[src/rtl/gauss_gauss_laplace_edge_cascade_assert.svh]
// assertion macros for the edge cascade
`ifndef GAUSS_GAUSS_LAPLACE_EDGE_CASCADE_ASSERT_SVH
`define GAUSS_GAUSS_LAPLACE_EDGE_CASCADE_ASSERT_SVH

// same-cycle implication
`define GGLE_CHECK(lbl, ante, cons) \
   lbl: assert property (@(posedge clock) disable iff (reset) (ante) |-> (cons)) \
      else $error("ggle check failed");

// next-cycle implication
`define GGLE_CHECK_NEXT(lbl, ante, cons) \
   lbl: assert property (@(posedge clock) disable iff (reset) (ante) |=> (cons)) \
      else $error("ggle next-cycle check failed");

`endif

[src/rtl/ggle_pkg.sv]
// shared types and constants for the edge cascade
package ggle_pkg;
   localparam int MaxWidth = 4096;
   localparam int QDepth = 16;
   localparam logic [12:0] MinSize = 13'd5;
   localparam logic [12:0] MaxSize = 13'd4096;
   localparam logic [12:0] ResetWidth = 13'd640;
   localparam logic [12:0] ResetHeight = 13'd480;
   localparam logic [4:0] CreditMax = 5'd16;

   localparam logic [1:0] REG_WIDTH = 2'd0;
   localparam logic [1:0] REG_HEIGHT = 2'd1;

   typedef struct packed {
      logic       kind;
      logic [7:0] pixel;
   } req_type;

   typedef struct packed {
      logic [7:0] edge_pixel;
      logic       last;
   } rsp_type;

   // first[0] marks frame position 0 for the cell that sees this tag
   typedef struct packed {
      logic [2:0] first;
      logic       emit;
      logic       last;
   } tag_type;

   typedef struct packed {
      logic       valid;
      tag_type    tag;
      logic [7:0] val;
   } tok_type;
endpackage

[src/rtl/ggle_out_queue.sv]
// result queue that decouples the filter pipeline from the receiver
module ggle_out_queue (
   input  logic              clock,
   input  logic              reset,
   input  logic              push,
   input  ggle_pkg::rsp_type push_data,
   input  logic              pop,
   output logic              out_valid,
   output ggle_pkg::rsp_type out_data
);
   import ggle_pkg::*;

   rsp_type    slot_ff [QDepth];
   logic [3:0] wr_ff, rd_ff;
   logic [4:0] cnt_ff;

   always_ff @(posedge clock) begin
      if (reset) begin
         wr_ff <= '0;
         rd_ff <= '0;
         cnt_ff <= '0;
      end else begin
         if (push) begin
            wr_ff <= wr_ff + 4'd1;
         end
         if (pop) begin
            rd_ff <= rd_ff + 4'd1;
         end
         cnt_ff <= cnt_ff + {4'd0, push} - {4'd0, pop};
      end
   end

   always_ff @(posedge clock) begin
      if (push) begin
         slot_ff[wr_ff] <= push_data;
      end
   end

   assign out_valid = (cnt_ff != 5'd0);
   assign out_data = slot_ff[rd_ff];
endmodule

[config.mk]
export PLATFORM = sky130hd
export DESIGN_NAME = ggle_out_queue
export DESIGN_NICKNAME = d
export VERILOG_FILES = /design/src/rtl/gauss_gauss_laplace_edge_cascade_assert.svh /design/src/rtl/ggle_pkg.sv /design/src/rtl/ggle_out_queue.sv
export SDC_FILE = /design/constraint.sdc
export NUM_CORES = 1
export LEC_CHECK = 0
export ABC_AREA = 1
export ABC_CLOCK_PERIOD_IN_PS = 1900
export BUFFER_PORTS_ARGS = -buffer_cell sky130_fd_sc_hd__buf_4
export CAP_MARGIN = 20
export CORE_MARGIN = 5
export CORE_UTILIZATION = 60
export DETAILED_ROUTE_END_ITERATION = 10
export PLACE_DENSITY_LB_ADDON = 0.25
export SLEW_MARGIN = 20
export SYNTH_ARGS = -nofsm -noshare
export SYNTH_HDL_FRONTEND = slang
export SYNTH_SLANG_ARGS = --single-unit
export TNS_END_PERCENT = 50
[constraint.sdc]
create_clock -name clock -period 1.9 [get_ports clock]
set_input_delay 0.095 -clock clock [delete_from_list [all_inputs] [get_ports clock]]
set_output_delay 0.095 -clock clock [all_outputs]
set_load 0.005 [all_outputs]
Yosys cells after proc, flatten, opt, wreduce, memory -nomap -nowiden. Memory sizes are Yosys's and may differ from the RTL's. A register that Yosys moved wholly into a read port is not among the register bits. Cells that the tools add are included.

Memories: 1. Word-level logic and storage cells: 13. Bits in writable memories: 144. Bits in registers: 13.

Multiplexer cells: 4. $add $sub $neg: 4. Reductions and logical operators: 1.

Memory list: slot_ff (depth 16, bits a word 9, rd ports 1, clocked after memory_dff 1, write ports 1, line ggle_out_queue.sv:13) `rsp_type slot_ff [QDepth];`.

Operators with widths (count): 4-bit by 1-bit adder with 4-bit output, second input constant (2); 4-bit two-way mux (2); 5-bit by 1-bit adder with 5-bit output (1); 5-bit nonzero test (1); 5-bit by 1-bit subtractor with 5-bit output (1); 1-bit two-way mux (2).

Depth between registers and ports, before layout. Gate-level depths: netlist (run 1).

Word-level depth: 3. Gate-level depth with buffers: 11. Depth with buffers taken out: 11.

Worst setup path before layout (run 1). OpenSTA, ideal clock, no wires.

Path kind: reg-to-reg. Start point: reg cnt_ff[0]. End point: reg cnt_ff[4]. Buffers on the path: 0. Library setup time: 0.113 ns. Arrival: 1.552 ns. Cell stages (with the launch flop): 12. Clock period less this slack: 1.665 ns. Slack: 0.235 ns. Data required time: 1.787 ns. Path through: dfxtp_1 inv_1 ha_1 inv_1 ha_1 fa_1 nand2_1 a21oi_1 nor2_1 nand2_1 nand2_1 nor2_1.

Longest elaborated chain between the ends: 2.

RTL lines: start: declaration (line ggle_out_queue.sv:15) `logic [4:0] cnt_ff;`; start signal: assignment (line ggle_out_queue.sv:29) `cnt_ff <= cnt_ff + {4'd0, push} - {4'd0, pop};`; 5-bit by 1-bit adder with 5-bit output (line ggle_out_queue.sv:29); 5-bit by 1-bit subtractor with 5-bit output (line ggle_out_queue.sv:29).

No other way between the ends. A chain may end at the register's enable or synchronous reset.

==> results of run 1 <==
sequential cells by signal, summed over array words and instances (netlist names), named ones only:
name	count
wr_ff	4
cnt_ff	5
rd_ff	4
slot_ff	144
where the power goes:
part | switching [W] | leakage (nW) | internal, W | total, W
Clock | 0.00133 | 0.299 | 0.00230 | 0.00363
Combinational | 0.000582 | 1.87 | 0.000385 | 0.000968
Sequential | 0.0000486 | 1.44 | 0.00394 | 0.00399
timing repair:
action,CTS,global route
resized for setup,6,18
gates cloned,0,5
pin swaps,0,3
setup buffers,0,2
hold buffers,11,0
endpoints found under the setup margin,9,9
hold endpoints to repair,140,0
layout by cell type, fill, tap and decap left out, types with 2 or more instances in the layout:
| master | synthesis | routed |
|---|---|---|
| ha_4 | 0 | 2 |
| nand3_1 | 110 | 108 |
| clkbuf_16 | 0 | 20 |
| o21ai_0 | 3 | 3 |
| a21oi_1 | 8 | 8 |
| buf_4 | 11 | 41 |
| bufinv_16 | 0 | 5 |
| nor2_1 | 32 | 32 |
| inv_1 | 124 | 123 |
| dfxtp_1 | 17 | 14 |
| inv_2 | 1 | 2 |
| edfxtp_1 | 144 | 144 |
| ha_1 | 11 | 9 |
| nand2_1 | 205 | 201 |
| nand2_2 | 0 | 4 |
| clkinv_1 | 1 | 7 |
| nand4_1 | 2 | 2 |
| dlygate4sd3_1 | 0 | 10 |
| dfxtp_2 | 0 | 2 |
| xor2_1 | 3 | 3 |
| buf_12 | 0 | 4 |
| nand3_2 | 0 | 2 |
routing by layer:
metal / GRT usage [%] / share of wire [%]
met5: 0 / 0
met4: 9.284 / 2.2
met3: 6.208 / 7.1
met2: 36.54 / 51
met1: 27.62 / 40
final cells by class:
class / count / area share [%]
multi-input cells: 377 / 21.02
repair buffers: 60 / 7.036
well taps: 143 / 2.145
clock inverters: 14 / 2.325
inverters: 128 / 6.136
flip-flops and latches: 161 / 56.00
repair inverters: 1 / 0.1950
clock buffers: 18 / 5.146
synthesized netlist by cell type (8+ instances only):
cell / n
buf_4: 11
edfxtp_1: 144
a21oi_1: 8
ha_1: 11
buf_2: 8
buf_6: 8
nor2_1: 32
nand2_1: 205
dfxtp_1: 17
inv_1: 124
nand3_1: 110
metrics by stage:
stage | utilization (%) | TNS, ps
floorplan | - | 0
global route | 72.73 | -160.1
finish | 72.73 | 0
global placement | 64.36 | 0
CTS | 70.93 | 0
detailed placement | 64.36 | 0
worst max-delay path by stage:
stage | startpoint | endpoint | slack, ps | cells past startpoint
4_1_cts | register | out_data[4] | 20 | 7
2_1_floorplan | cnt_ff[0]$_SDFF_PP0_ | cnt_ff[4]$_SDFF_PP0_ | 230 | 11
5_1_grt | register | out_data[0] | -40 | 9
3_3_place_gp | cnt_ff[0]$_SDFF_PP0_ | cnt_ff[4]$_SDFF_PP0_ | 170 | 11
3_5_place_dp | cnt_ff[0]$_SDFF_PP0_ | cnt_ff[4]$_SDFF_PP0_ | 60 | 11
6_report | register | out_data[5] | 40 | 8
logic make-up after synthesis:
| logic type | count (synthesis) | synth area share, % |
|---|---|---|
| buffers and inverters | 156 | 9.958 |
| and+or+nand+nor | 350 | 20.62 |
| xor gates and xnor gates | 3 | 0.3715 |
| adders and majority gates | 12 | 2.228 |
| DFF | 161 | 65.94 |
| AOI/OAI and AO/OA | 12 | 0.8843 |
==> results by group, run 1 <==
Status
  – Status: finished clean

Timing
  – Post-layout minimum cycle time: ~1900 ps
  – Rel. slew slack: 46.88%
  – Post-route setup slack: 41.51 ps
  – Worst-Margin Slew: around 800 ps
  – Fin. Hold Viols: 0
  – Final Skew: between 7 and 8 ps
  – Fmax: 538.1 MHz
  – Final period util: between 90% and 100%
  – Count of final setup violators: 0
  – Hold WS: approximately 20 ps
  – RSZ-0062 raised after global routing: true
  – Fin. max-slew vios: 0

Clocking
  – CTS Sinks: between 150 and 200
  – CTS Buf Count: 17
  – H-tree lvl count: 4
  – Clock buffer depth: 2
  – CTS tree: done
  – Clock latency on the worst-skew pair: 430 ps
  – Worst-path clk slew: approximately 60 ps
  – Root buffer cell: clkbuf_16

Logic synthesis
  – Synth Instances: between 600 and 700
  – Mapped Area: 0.007074 sq mm
  – Main flop type after synthesis: edfxtp_1
  – Netlist cell types: 22
  – Post-Syn Area per Cell: between 10 and 15 sq um
  – Top post-synthesis cells by area: edfxtp_1 (61%), nand2_1 (11%), nand3_1 (7.8%)
  – Async set-reset flop share out of synthesis: 0%
  – Largest area contributor in the netlist: edfxtp_1
  – Yosys top cell area share: roughly 60%
  – Syn_nets: approximately 700
  – Ys Warns: 0
  – Number of flops mapped to enable cells by yosys: around 140
  – Seq/Total Area, Yosys: 65.94%
  – Yosys reg bits: 161

Critical path
  – Critical Path Max Stage Delay: about 370 ps
  – R2R cell count: 11
  – CP Launch Type: register
  – CP top delay family: simple AND/OR/NAND/NOR gates
  – Critical Path RT: roughly 1800 ps
  – Crit path DAT: 1760 ps
  – R2R Setup Slk: about 70 ps
  – CP Cell Sequence: buf_12, buf_12, nand2_1, nand3_1, nand3_1, nand3_2, nand2_2, buf_4
  – Critical-path top delay cell: dfxtp_4
  – Worst-path fanout max: 11
  – Reg2reg end: cnt_ff[4]$_SDFF_PP0_
  – Worst Setup End Kind: primary output
  – Buffers and inverters on the worst path: 3
  – Worst r2r src: cnt_ff[0]$_SDFF_PP0_
  – Critical path type: register to primary output

Placement
  – Placed inst area: roughly 0.0074 sq mm
  – DP HPWL: about 9.1 mm
  – # placed instances: 853
  – IO buf count: 22
  – Pre-CTS WS: 61.16 ps
  – Routability cong.: about 0.85

Detailed routing
  – Drt via density: about 5.4
  – Wire per inst: around 18 um
  – Post-DRT Antenna Nets: 0
  – DRT iter0 DRCs: about 600
  – First drt pass iteration count: 6
  – Routed wire length: 15.86 mm
  – Residual DRC: 0
  – DR vias: between 4k and 5k

Worst hold path
  – Worst Hold End: slot_ff[8][2]$_DFFE_PP_
  – HP Class: input port to register
  – Hold_sp: push_data[2]
  – Hold path cells: 1

Layout
  – Layout fillers: between 700 and 800
  – Antenna cells: 0
  – Fin area: around 0.0083 sq mm
  – Multi-input gate area: 0.001753 sq mm
  – Post-layout nets: 771
  – Non-Filler Instances: roughly 900
  – Reg area: 0.004671 sq mm
  – Area Growth Syn to Fin: 17.90%
  – Share of post-route cells with drive strength above 1: between 10% and 20%

Job
  – Max cap viols: 0

Floorplanning
  – Rows: 39
  – IO Count: 23
  – Core area: between 0.01 and 0.015 sq mm
  – Die W: between 100 and 150 um
  – Initial Utilization: slightly above 60%
  – Die Height: approximately 120 um
  – Die area: 0.01406 sq mm

GRT
  – First-pass GRT wire length: ~24 mm
  – Gr usage total: 22.17%
  – Number of antenna violations at the first check in global routing: 0
  – Largest net degree at the start of global routing: 73
  – Vias in the first global route: approximately 4.8k
  – GRT Residual Overflow: 0

Pwr
  – Maximum VDD drop: approximately 1100 uV
  – Pwr dens: approximately 1000 mW/mm^2
  – Total Power: roughly 0.0086 W
  – P_leak: roughly 3.6 nW
Note: power is estimated with default switching activity, not from simulation.
==> inputs of run 2 (changes only) <==
BUFFER_PORTS_ARGS = not set   (was -buffer_cell sky130_fd_sc_hd__buf_4)
DONT_BUFFER_PORTS = 1   (was not set)
==> results by group, run 2 (synthesis gave the netlist of run 1 again) <==
Detailed routing
  – Wire per inst: 17.11 um (-2.7%)
  – Residual DRC: 0 (unchanged)
  – DRT iter0 DRCs: 601 (+1.3%)
  – First drt pass iteration count: 5 (-1)
  – Drt via density: 5.423 (-0.13%)
  – DR vias: 4756 (-2.9%)
  – Routed wire length: 15.01 mm (-5.4%)
  – Post-DRT Antenna Nets: 0 (unchanged)

Layout
  – Regs by FF count: slot_ff (144), cnt_ff (5)
  – Max reg flops: 144 (unchanged)
  – Post-layout nets: 746 (-3.2%)
  – Fin area: 0.007906 sq mm (-5.2%)
  – Area Growth Syn to Fin: 11.76%
  – Most frequent cells in the layout: nand2_1 (205), edfxtp_1 (144), inv_1 (124), nand3_1 (110), nor2_1 (32)
  – Commonest non-fill, non-tap cell in the layout: nand2_1
  – Share of post-route cells with drive strength above 1: 6.685% (-5.3 points)
  – Layout fillers: 804 (+6.3%)
  – Largest reg by FF count: slot_ff

Floorplanning
  – IO Count: 23 (unchanged)
  – Die area: 0.01406 sq mm (unchanged)
  – Initial Utilization: 61.69% (unchanged)
  – Core area: 0.01147 sq mm (unchanged)
  – Die Height: 118.6 um (unchanged)
  – Rows: 39 (unchanged)
  – Die W: 118.6 um (unchanged)

Placement
  – Pre-CTS WS: 134.8 ps (+73.65 ps)
  – DP HPWL: 8.978 mm (-1.2%)
  – Routability cong.: 0.8236 (-3.1%)
  – Placed inst area: 0.007228 sq mm (-2.1%)
  – IO buf count: 0 (-100%)

Timing
  – Post-layout minimum cycle time: 1825 ps (-33.90 ps)
  – Fmax: 548.1 MHz (+1.9%)
  – Post-route setup slack: 75.41 ps (+33.90 ps)
  – Worst-Margin Slew: 899.6 ps (+105.7 ps)
  – Final Skew: 3.989 ps (-3.157 ps)
  – Fin. Hold Viols: 0 (unchanged)
  – Fin. max-slew vios: 0 (unchanged)
  – Count of final setup violators: 0 (unchanged)
  – Final period util: 96.03% (-1.8 points)
  – Rel. slew slack: 39.80% (-7.1 points)

GRT
  – Gr usage total: 21.76% (-0.41 points)
  – Largest net degree at the start of global routing: 56 (-23%)
  – GRT Residual Overflow: 0 (unchanged)
  – First-pass GRT wire length: 23.59 mm (-1.8%)
  – Number of antenna violations at the first check in global routing: 1 (+1)
  – Vias in the first global route: 4621 (-3.5%)

Clocking
  – CTS Buf Count: 17 (unchanged)
  – Worst-path clk slew: 60 ps (about the same)
  – CTS Sinks: 161 (unchanged)
  – Root buffer cell: clkbuf_16
  – H-tree lvl count: 4 (unchanged)
  – Clock buffer depth: 2 (unchanged)
  – Clock latency on the worst-skew pair: 420 ps (about the same)
  – CTS tree: done

Pwr
  – Sw frac: 23.18% (+0.35 points)
  – Maximum VDD drop: 674.5 uV (-36%)
  – Pint: 0.005976 W (-9.8%)
  – Power share of the sequential group: 51.2% (+4.8 points)
  – Clock power share: 38.5% (-3.8 points)
  – Pwr dens: 983.9 mW/mm^2 (-4.4%)
  – NetSw: 0.001803 W (-8.0%)
  – P_leak: 3.401 nW (-5.9%)
  – Combinational Power Share: 10.3% (-1.0 points)

Status
  – Status: finished clean

Critical path
  – Worst Setup End Kind: primary output
  – Crit path DAT: 1730 ps (-30 ps)
  – CP Launch Type: register
  – Critical Path RT: 1800 ps (about the same)
  – Critical path type: register to primary output
  – Worst-path fanout max: 28 (+17)

Worst hold path
  – HP Class: input port to register

Job
  – Max cap viols: 0 (unchanged)
## run 2: layout make-up
type | count | area (sq um) | share of cell area, %
Sequential cell | 161 | 4666 | 59.01
Multi-Input combinational cell | 377 | 1708 | 21.60
Inverter | 128 | 488.0 | 6.172
Clock buffer | 21 | 440.4 | 5.570
Timing Repair Buffer | 36 | 352.8 | 4.463
Tap cell | 143 | 178.9 | 2.263
Clock inverter | 10 | 70.07 | 0.8862
Antenna cell | 1 | 2.502 | 0.03165
## run 2: final timing paths
kind	from	end	slack (ps)	cells after the start
worst max-delay path	register	out_data[8]	80	8
worst min-delay path	push	cnt_ff[1]$_SDFF_PP0_	180	4
worst max register to register	cnt_ff[0]$_SDFF_PP0_	cnt_ff[4]$_SDFF_PP0_	140	11
worst min register to register	rd_ff[2]$_SDFFE_PP0P_	rd_ff[2]$_SDFFE_PP0P_	500	2
## run 2: worst max-delay path, cell delays in order (launching register included)
cell and delay [ps]:
dfxtp_2 360, inv_6 220, buf_16 200, nand2_1 70, nand2_1 70, nand2_1 50, nand3_1 80, nand3_1 110
nand2_1 140
## run 2: power by group through the flow
stage          Clock [W]  Combinational (W)  Sequential, W
6_report         0.00299           0.000805        0.00398
3_3_place_gp           0           0.000668        0.00405
5_1_grt          0.00319           0.000905        0.00399
3_5_place_dp           0           0.000706        0.00405
4_1_cts          0.00303           0.000788        0.00398
2_1_floorplan          0           0.000572        0.00404
## run 2: timing repair
| item | in CTS | in global routing |
|---|---|---|
| hold buffers | 13 | 0 |
| resized for setup | 0 | 2 |
| setup endpoints to repair | 0 | 7 |
| buffers inserted | 0 | 0 |
| hold endpoints to repair | 161 | 0 |
## run 2: stage by stage
stage	hold slack (ps)	TNS [ps]	total power [W]	instances	utilization, %
after floorplan	190.9	0	0.004614	694	-
after global placement	167.8	0	0.004719	831	63.03
after detailed placement	169.8	0	0.004761	831	63.03
after CTS	132.1	0	0.007797	875	68.62
after global routing	217.3	-18.61	0.008084	877	68.95
final	182.4	0	0.007779	877	68.95
## run 2: layer usage
| metal | track usage, % | part of all wire [%] |
|---|---|---|
| met5 | 0 | 0 |
| met4 | 9.639 | 2.2 |
| met3 | 5.540 | 7.3 |
| met2 | 34.86 | 51 |
| met1 | 28.18 | 40 |
==> inputs of run 3 (changes only) <==
CORE_UTILIZATION = 50   (was 60)
==> results by group, run 3 (synthesis gave the netlist of run 1 again) <==
Status
  – Status: finished clean

Clocking
  – Worst-path clk slew: 60 ps (about the same)
  – Root buffer cell: clkbuf_16
  – Clock latency on the worst-skew pair: 430 ps (about the same)
  – CTS tree: done
  – Clock buffer depth: 2 (unchanged)
  – H-tree lvl count: 4 (unchanged)
  – CTS Buf Count: 17 (unchanged)
  – CTS Sinks: 161 (unchanged)

Critical path
  – Most common cell on crit path: nand2_1
  – Critical Path Max Stage Delay: 420 ps (+60 ps)
  – Critical-path top delay cell: dfxtp_4
  – Critical Path RT: 1800 ps (about the same)
  – Worst-path fanout max: 36 (+29%)
  – Worst Setup End Kind: primary output
  – CP Cell Sequence: buf_8, nand2_1, nand2_1, nand2_1, nand3_1, nand3_1, nand2_1
  – CP Launch Type: register
  – Crit path DAT: 1700 ps (-30 ps)
  – Critical path type: register to primary output
  – R2R Setup Slk: 130 ps (about the same)

GRT
  – Vias in the first global route: 4560 (-1.3%)
  – Gr usage total: 19.32% (-2.4 points)
  – Number of antenna violations at the first check in global routing: 2 (+1)
  – Largest net degree at the start of global routing: 37 (-34%)
  – First-pass GRT wire length: 23.98 mm (+1.7%)
  – GRT Residual Overflow: 0 (unchanged)

Floorplanning
  – Core area: 0.01388 sq mm (+21%)
  – IO Count: 23 (unchanged)
  – Initial Utilization: 50.96% (-11 points)
  – Rows: 43 (+10%)
  – Die W: 128.9 um (+8.7%)
  – Die Height: 128.9 um (+8.7%)
  – Die area: 0.01663 sq mm (+18%)

Timing
  – Final period util: 94.26% (-1.8 points)
  – Fin. Hold Viols: 0 (unchanged)
  – Worst-Margin Slew: 733.1 ps (-166.6 ps)
  – Final Skew: 8.067 ps (+4.078 ps)
  – Count of final setup violators: 0 (unchanged)
  – RSZ-0062 raised after global routing: false
  – Post-layout minimum cycle time: 1791 ps (-33.72 ps)
  – Hold WS: 186.1 ps (+3.741 ps)
  – Fmax: 558.4 MHz (+1.9%)
  – Setup TNS: 0 ps (unchanged)
  – Rel. slew slack: 50.97% (+11 points)
  – Fin. max-slew vios: 0 (unchanged)

Placement
  – # placed instances: 871 (+4.8%)
  – IO buf count: 0 (unchanged)
  – Placed inst area: 0.007284 sq mm (+0.78%)
  – Routability cong.: 0.8109 (-1.5%)
  – DP HPWL: 9.098 mm (+1.3%)

Worst hold path
  – HP Class: input port to register

Pwr
  – Pwr dens: 1045 mW/mm^2 (+6.2%)
  – Total Power: 0.008487 W (+9.1%)
  – P_leak: 3.472 nW (+2.1%)
  – Maximum VDD drop: 761.3 uV (+13%)

Detailed routing
  – Post-DRT Antenna Nets: 0 (unchanged)
  – Routed wire length: 15.05 mm (+0.28%)
  – Wire per inst: 16.34 um (-4.5%)
  – Residual DRC: 0 (unchanged)
  – Drt via density: 5.138 (-5.3%)
  – DRT iter0 DRCs: 430 (-28%)
  – DR vias: 4732 (-0.50%)
  – First drt pass iteration count: 5 (unchanged)

Layout
  – Non-Filler Instances: 921 (+5.0%)
  – Commonest non-fill, non-tap cell in the layout: nand2_1
  – Fin area: 0.008122 sq mm (+2.7%)
  – Most frequent cells in the layout: nand2_1 (204), edfxtp_1 (144), inv_1 (124), nand3_1 (110), nor2_1 (32)
  – Layout fillers: 1135 (+41%)
  – Post-layout nets: 751 (+0.67%)
  – Regs by FF count: slot_ff (144), cnt_ff (5)
  – Area Growth Syn to Fin: 14.80%
  – Largest reg by FF count: slot_ff
  – Max reg flops: 144 (unchanged)
  – Share of post-route cells with drive strength above 1: 8.796% (+2.1 points)

Job
  – Max cap viols: 0 (unchanged)
-- run 3: critical path, delay by kind of cell, from the launching register on --
| kind | cells | cell delay, ps |
|---|---|---|
| flip-flops | 1 | 420 |
| AND/OR/NAND/NOR | 6 | 590 |
| buffers and inverters | 1 | 260 |
-- run 3: layout make-up --
class	instances	area, sq um	share of cell area (%)
Timing Repair Buffer	40	365.4	4.499
Timing Repair inverter	1	8.758	0.1078
Clock inverter	15	215.2	2.650
Antenna cell	2	5.005	0.06162
Multi-Input combinational cell	377	1713	21.09
Clock buffer	17	425.4	5.238
Inverter	128	495.5	6.101
Sequential cell	161	4668	57.48
Tap cell	180	225.2	2.773
-- run 3: through the flow --
| step | worst slack [ps] | util, % |
|---|---|---|
| 3_5_place_dp | 106.4 | 52.48 |
| 6_report | 109.1 | 58.51 |
| 3_3_place_gp | 159.3 | 52.48 |
| 2_1_floorplan | 234.9 | - |
| 5_1_grt | 9.292 | 58.51 |
| 4_1_cts | 0.01432 | 58.03 |
-- run 3: power by group --
| part | switching [W] | internal [W] | leakage [nW] |
|---|---|---|---|
| clock | 0.00136 | 0.00232 | 0.300 |
| combinational | 0.000529 | 0.000291 | 1.73 |
| sequential | 0.0000494 | 0.00394 | 1.44 |
| total | 0.00194 | 0.00655 | 3.47 |
-- run 3: final timing paths --
path | start | cells after the start | end
setup / recovery | register | 7 | out_data[3]
hold reg to reg | rd_ff[2]$_SDFFE_PP0P_ | 2 | rd_ff[2]$_SDFFE_PP0P_
setup reg to reg | cnt_ff[0]$_SDFF_PP0_ | 11 | cnt_ff[4]$_SDFF_PP0_
hold / removal | pop | 5 | cnt_ff[0]$_SDFF_PP0_
-- run 3: repair_timing --
action / CTS / global route
buffers inserted: 0 / 2
gates resized for setup: 0 / 11
hold buffers: 13 / 0
hold endpoints to repair: 161 / 0
endpoints found under the setup margin: 0 / 10
-- run 3: layer usage --
metal | global-route usage [%] | wire length [um]
met1 | 25.27 | 6621
met2 | 31.37 | 7248
met3 | 4.981 | 899
met4 | 6.980 | 278
met5 | 0 | 0
